## config.mk

```make
export PLATFORM = sky130hd
export DESIGN_NAME = halfband_biquad_lowpass_top
export DESIGN_NICKNAME = d
export VERILOG_FILES = /design/src/rtl/hbl_pkg.sv /design/src/rtl/hbl_mac.sv /design/src/rtl/halfband_biquad_lowpass_top.sv
export SDC_FILE = /design/constraint.sdc
export NUM_CORES = 1
export LEC_CHECK = 0
export ABC_AREA = 1
export BUFFER_PORTS_ARGS = -buffer_cell sky130_fd_sc_hd__buf_2
export CAP_MARGIN = 20
export CELL_PAD_IN_SITES_DETAIL_PLACEMENT = 1
export CELL_PAD_IN_SITES_GLOBAL_PLACEMENT = 1
export CORE_ASPECT_RATIO = 1.5
export CORE_UTILIZATION = 55
export DETAILED_ROUTE_END_ITERATION = 8
export PLACE_DENSITY_LB_ADDON = 0.1
export SETUP_SLACK_MARGIN = 0.05
export SYNTH_ARGS = -nofsm -noshare
export SYNTH_HDL_FRONTEND = slang
export SYNTH_SLANG_ARGS = --single-unit
```

## constraint.sdc

```tcl
create_clock -name clk_i -period 14.25 [get_ports clk_i]
set_input_delay 0.7125 -clock clk_i [delete_from_list [all_inputs] [get_ports clk_i]]
set_output_delay 0.7125 -clock clk_i [all_outputs]
set_load 0.02 [all_outputs]
```

## src/rtl/hbl_pkg.sv

```systemverilog
// Package for the half-band biquad low-pass: coefficients, widths and shared types.
package hbl_pkg;

  localparam int unsigned SampleW = 16;
  localparam int unsigned AccW    = 32;
  localparam int unsigned FracW   = 15;

  // Q15 coefficients; b0 == b2 and b1 == 2*b0, a1 is zero
  localparam logic signed [15:0] CoefB0 = 16'sd9598;
  localparam logic signed [15:0] CoefA2 = 16'sd5624;

  localparam logic signed [SampleW-1:0] SatMax = 16'sh7FFF;
  localparam logic signed [SampleW-1:0] SatMin = 16'sh8000;

  typedef logic signed [SampleW-1:0] sample_t;

  // Filter history: two past inputs and two past saturated outputs
  typedef struct packed {
    sample_t x1;
    sample_t x2;
    sample_t y1;
    sample_t y2;
  } hbl_hist_t;

endpackage

```

## src/rtl/hbl_mac.sv

```systemverilog
// Combinational multiply-add, floor shift and saturation for one sample.
module hbl_mac (
  input  hbl_pkg::sample_t   x0_i,
  input  hbl_pkg::hbl_hist_t hist_i,
  output hbl_pkg::sample_t   y_o
);
  import hbl_pkg::*;

  logic signed [SampleW+1:0] tap_sum;
  logic signed [AccW-1:0]    acc;
  logic signed [AccW-FracW-1:0] shifted;

  // x0 + 2*x1 + x2 shares the b0 multiplier
  assign tap_sum = {{2{x0_i[SampleW-1]}}, x0_i}
                 + {hist_i.x1[SampleW-1], hist_i.x1, 1'b0}
                 + {{2{hist_i.x2[SampleW-1]}}, hist_i.x2};

  assign acc = AccW'(tap_sum) * AccW'(CoefB0)
             - AccW'(hist_i.y2) * AccW'(CoefA2);

  // arithmetic shift rounds toward minus infinity
  assign shifted = acc[AccW-1:FracW];

  // saturate to the sample range
  always_comb begin
    if (shifted > (AccW-FracW)'(SatMax)) begin
      y_o = SatMax;
    end else if (shifted < (AccW-FracW)'(SatMin)) begin
      y_o = SatMin;
    end else begin
      y_o = shifted[SampleW-1:0];
    end
  end

endmodule

```

## src/rtl/halfband_biquad_lowpass_top.sv

```systemverilog
// Top level of the half-band biquad low-pass filter stream block.
//
// Usage: signed 16-bit samples enter on the slave stream (s_axis_*), one
// request per sample, with s_axis_tlast marking the last sample of a blob.
// Each sample gives exactly one filtered, saturated sample on the master
// stream (m_axis_*), with tlast copied through.
// An accepted input request passes through the input register, then the
// multiply-add into the result register, which drives m_axis_tvalid.
// Throughput: one sample per cycle unless stalled; the feedback term uses
// y[n-2] only, so history written at one edge serves the next sample.
// A sample with tlast is filtered with the old history and then all four
// history registers clear, so the next blob starts from silence.
// Reset clears the pipeline valid flags and the history.
// When the receiver stalls, the result register holds; the input register
// still takes one more request, then s_axis_tready drops until the result
// is taken.
module halfband_biquad_lowpass_top (
  input  logic        clk_i,
  input  logic        rst_ni,
  input  logic        s_axis_tvalid,
  output logic        s_axis_tready,
  input  logic [15:0] s_axis_tdata,   // [15:0] sample_in
  input  logic        s_axis_tlast,   // end_of_blob
  output logic        m_axis_tvalid,
  input  logic        m_axis_tready,
  output logic [15:0] m_axis_tdata,   // [15:0] sample_out
  output logic        m_axis_tlast    // last_out
);
  import hbl_pkg::*;

  logic      in_valid_q;
  sample_t   in_x_q;
  logic      in_last_q;
  logic      out_valid_q;
  sample_t   out_y_q;
  logic      out_last_q;
  hbl_hist_t hist_q, hist_d;
  sample_t   y_calc;
  logic      advance;
  logic      s_fire;

  // pipeline flow control
  assign advance       = in_valid_q && (!out_valid_q || m_axis_tready);
  assign s_axis_tready = !in_valid_q || advance;
  assign s_fire        = s_axis_tvalid && s_axis_tready;

  // input register
  always_ff @(posedge clk_i or negedge rst_ni) begin
    if (!rst_ni) begin
      in_valid_q <= 1'b0;
    end else if (s_axis_tready) begin
      in_valid_q <= s_axis_tvalid;
    end
  end

  always_ff @(posedge clk_i) begin
    if (s_fire) begin
      in_x_q    <= s_axis_tdata;
      in_last_q <= s_axis_tlast;
    end
  end

  hbl_mac u_mac (
    .x0_i   (in_x_q),
    .hist_i (hist_q),
    .y_o    (y_calc)
  );

  // history update: shift, or clear after the last sample of a blob
  always_comb begin
    hist_d = hist_q;
    if (advance) begin
      if (in_last_q) begin
        hist_d = '0;
      end else begin
        hist_d.x2 = hist_q.x1;
        hist_d.x1 = in_x_q;
        hist_d.y2 = hist_q.y1;
        hist_d.y1 = y_calc;
      end
    end
  end

  always_ff @(posedge clk_i or negedge rst_ni) begin
    if (!rst_ni) begin
      hist_q <= '0;
    end else begin
      hist_q <= hist_d;
    end
  end

  // result register
  always_ff @(posedge clk_i or negedge rst_ni) begin
    if (!rst_ni) begin
      out_valid_q <= 1'b0;
    end else if (!out_valid_q || m_axis_tready) begin
      out_valid_q <= in_valid_q;
    end
  end

  always_ff @(posedge clk_i) begin
    if (advance) begin
      out_y_q    <= y_calc;
      out_last_q <= in_last_q;
    end
  end

  assign m_axis_tvalid = out_valid_q;
  assign m_axis_tdata  = out_y_q;
  assign m_axis_tlast  = out_last_q;

  // checks
  a_clear_after_last: assert property (@(posedge clk_i) disable iff (!rst_ni)
    advance && in_last_q |=> hist_q == '0)
    else $error("history not cleared after last sample");

  a_ready_when_empty: assert property (@(posedge clk_i) disable iff (!rst_ni)
    !in_valid_q |-> s_axis_tready)
    else $error("input not ready with empty input register");

  a_out_from_pipe: assert property (@(posedge clk_i) disable iff (!rst_ni)
    $rose(m_axis_tvalid) |-> $past(in_valid_q))
    else $error("result appeared without a sample in the input register");

  a_hist_hold: assert property (@(posedge clk_i) disable iff (!rst_ni)
    !advance |=> $stable(hist_q))
    else $error("history changed without a sample moving");

endmodule
```

==> qor.yml <==
status: "complete, no violations"
drv_cap: 0
ys_types: 48
cp_slowest_cell: "xor2_1"
grt_start_max_net_pins: 67
syn-cell-area_um2: 16000
regToRegSetupSlack_ps: 3290
critical_path_arrival_ps: 11260
final_common_cell: "inv_1"
overflow: 0
io_pins: 40
synth_ff_type: "dfrtp_1"
ctsHoldBuffers: 0
drive_above_1_share_pct: 6.27
hold_class: "flop to flop"
die_x_um: 141
antenna_found_initial: 0
cts_tree: "yes"
cp-start-kind: "flop"
slew_violations: 0
cp_max_fo: 16
fmax_mhz: 91.2
drtIter0Drc: 324
clock-root-buffer: "clkbuf_16"
cpLargestDelayFamily: "adder cells"
port_buffers: 39
die_area_um2: 29700
synthArstFlopShare_pct: 66.0
grt_pass1_vias: 14000
cp_common_cell: "inv_1"
fin_crit_ps: 10960
clk_path_buf_depth: 2
totalWireLength_um: 41400
syn_nets: 2265
setup.worst_path.end: "hist_q[26]"
finalSetupViolations: 0
finalCritPeriodShare_pct: 76.9
cts_setup_buffers: 0
ant_nets: 0
hold_depth: 2
cts_inserted_buffers: 9
r2r-start: "hist_q[33]"
rsz0062_at_grt: "false"
fp.dieH_um: 211
diodes: 0
fin_nets: 2307
cts.sinks: 100
final-hold-violation-count: 0
cpPeakStageDelay_ps: 800
tightestPinTransition_ps: 1020
design_area_um2: 16900
viasPerCell: 5.39
worst-path-buf-inv: 11
synth_cells: 1802
drcViolationCount: 0
fin_util_pct: 59.1
drtPass1Iterations: 4
layout_common_cells: "inv_1 (375), nand2_1 (293), ha_1 (232), fa_1 (210), a21oi_1 (101)"
yosysWarnings: 0
htree_levels: 3
area_growth_pct: 6.08
syn_area_per_cell_um2: 8.85
crit_type: "flop to flop"
start_util_pct: 55.7
ys_seq_area_share_pct: 16.8
grt_use_total_pct: 30.4
core-area_um2: 28600
grt_pass1_wl_um: 69800
r2r_end: "hist_q[26]"
cp-end-kind: "flop"
critPathLaunch: "hist_q[33]"
reg2reg_depth: 48
gp_congestion: 0.858
wl_per_cell_um: 18.5
fin_tns_setup_ps: 0
synth_edf_count: 34
cp_data_required_time_ps: 14550
cts_resized: 0
place_area_um2: 16600
row_count: 76
finClkSkew_ps: 10.0
max-slew-margin-rel_pct: 31.4
clock_latency_ps: 360
clk_pin_slew_ps: 80
hpwl_um: 35600
crit_cells: 48
vias: 12100
ys_seq_elements: 100
## kinds of logic after synthesis
logic type                 synth area share, %
and+or+nand+nor                           12.8
adders and majority gates                 44.6
DFF                                       16.8
xor gates and xnor gates                  7.18
AOI/OAI and AO/OA                         9.15
buffers and inverters                     9.58
## worst min-delay path: cells and delay by family (launching register included)
family	cells	cell delay, ps
simple gates	2	110
flops	1	360
## synth_stat cells, types with 2 or more instances
master	count	share of area, %
inv_1	375	8.8
nand2_1	293	6.9
ha_1	232	18
fa_1	210	26
a21oi_1	101	3.2
nor2_1	92	2.2
o21ai_0	86	2.7
xor2_1	79	4.3
dfrtp_1	66	10
xnor2_1	48	2.6
nand3_1	35	1.1
edfxtp_1	34	6.4
nand2_2	15	0.59
a21o_1	14	0.66
clkbuf_1	12	0.28
or2_2	10	0.39
nand2_4	9	0.64
nand4_1	8	0.31
a31oi_1	7	0.27
o21bai_1	7	0.33
a21boi_0	6	0.28
a22o_1	6	0.33
nor3_1	6	0.19
o21a_1	5	0.24
buf_6	4	0.28
o211ai_1	4	0.19
o22ai_1	4	0.16
buf_2	3	0.094
nand3_2	3	0.19
o21ai_1	3	0.094
a211oi_1	2	0.094
a21oi_2	2	0.11
a31o_2	2	0.11
nor2_2	2	0.078
o221ai_1	2	0.11
o31ai_1	2	0.094
xnor2_2	2	0.20
## worst min path at each step
stage | startpoint | end | slack, ps
5_1_grt | hist_q[20] | hist_q[20] | 500
4_1_cts | hist_q[20] | hist_q[20] | 490
6_report | hist_q[20] | hist_q[20] | 500
3_3_place_gp | hist_q[23] | hist_q[23] | 460
3_5_place_dp | hist_q[20] | hist_q[20] | 470
2_1_floorplan | rst_ni | hist_q[0] | 420
## layer usage
| metal | up-vias | wire length, um | global-route usage [%] | part of all wire [%] |
|---|---|---|---|---|
| met5 | - | 0 | 0 | 0 |
| met2 | 179 | 23600 | 60.2 | 57 |
| met4 | 0 | 1820 | 13.7 | 4.4 |
| li1 | 5728 | - | - | - |
| met1 | 6049 | 15100 | 31.9 | 37 |
| met3 | 103 | 793 | 2.95 | 1.9 |
## flip-flops by register name, indices dropped and copies added, names as in the netlist
name	cells
m_axis_tdata	16
hist_q	64
in_valid_q	1
in_x_q	16
m_axis_tvalid	1
in_last_q	1
m_axis_tlast	1
## stage by stage
step           cells  hold WS, ps  worst slack [ps]
5_1_grt         2239          503              2420
3_3_place_gp    2222          464              3300
3_5_place_dp    2223          474              3190
4_1_cts         2239          492              3140
6_report        2239          495              3290
2_1_floorplan   1802          417              4860
## layout make-up
class	instances	area, um2
Fill cell	3379	11700
Sequential cell	100	2670
Multi-Input combinational cell	1305	11800
Inverter	376	1410
Clock buffer	10	229
Tap cell	390	488
Clock inverter	6	56.3
Timing Repair Buffer	52	305
Power is left out: the tool's default activity adds up to more than one toggle a clock period on the data nets, which glitch-free logic cannot reach.
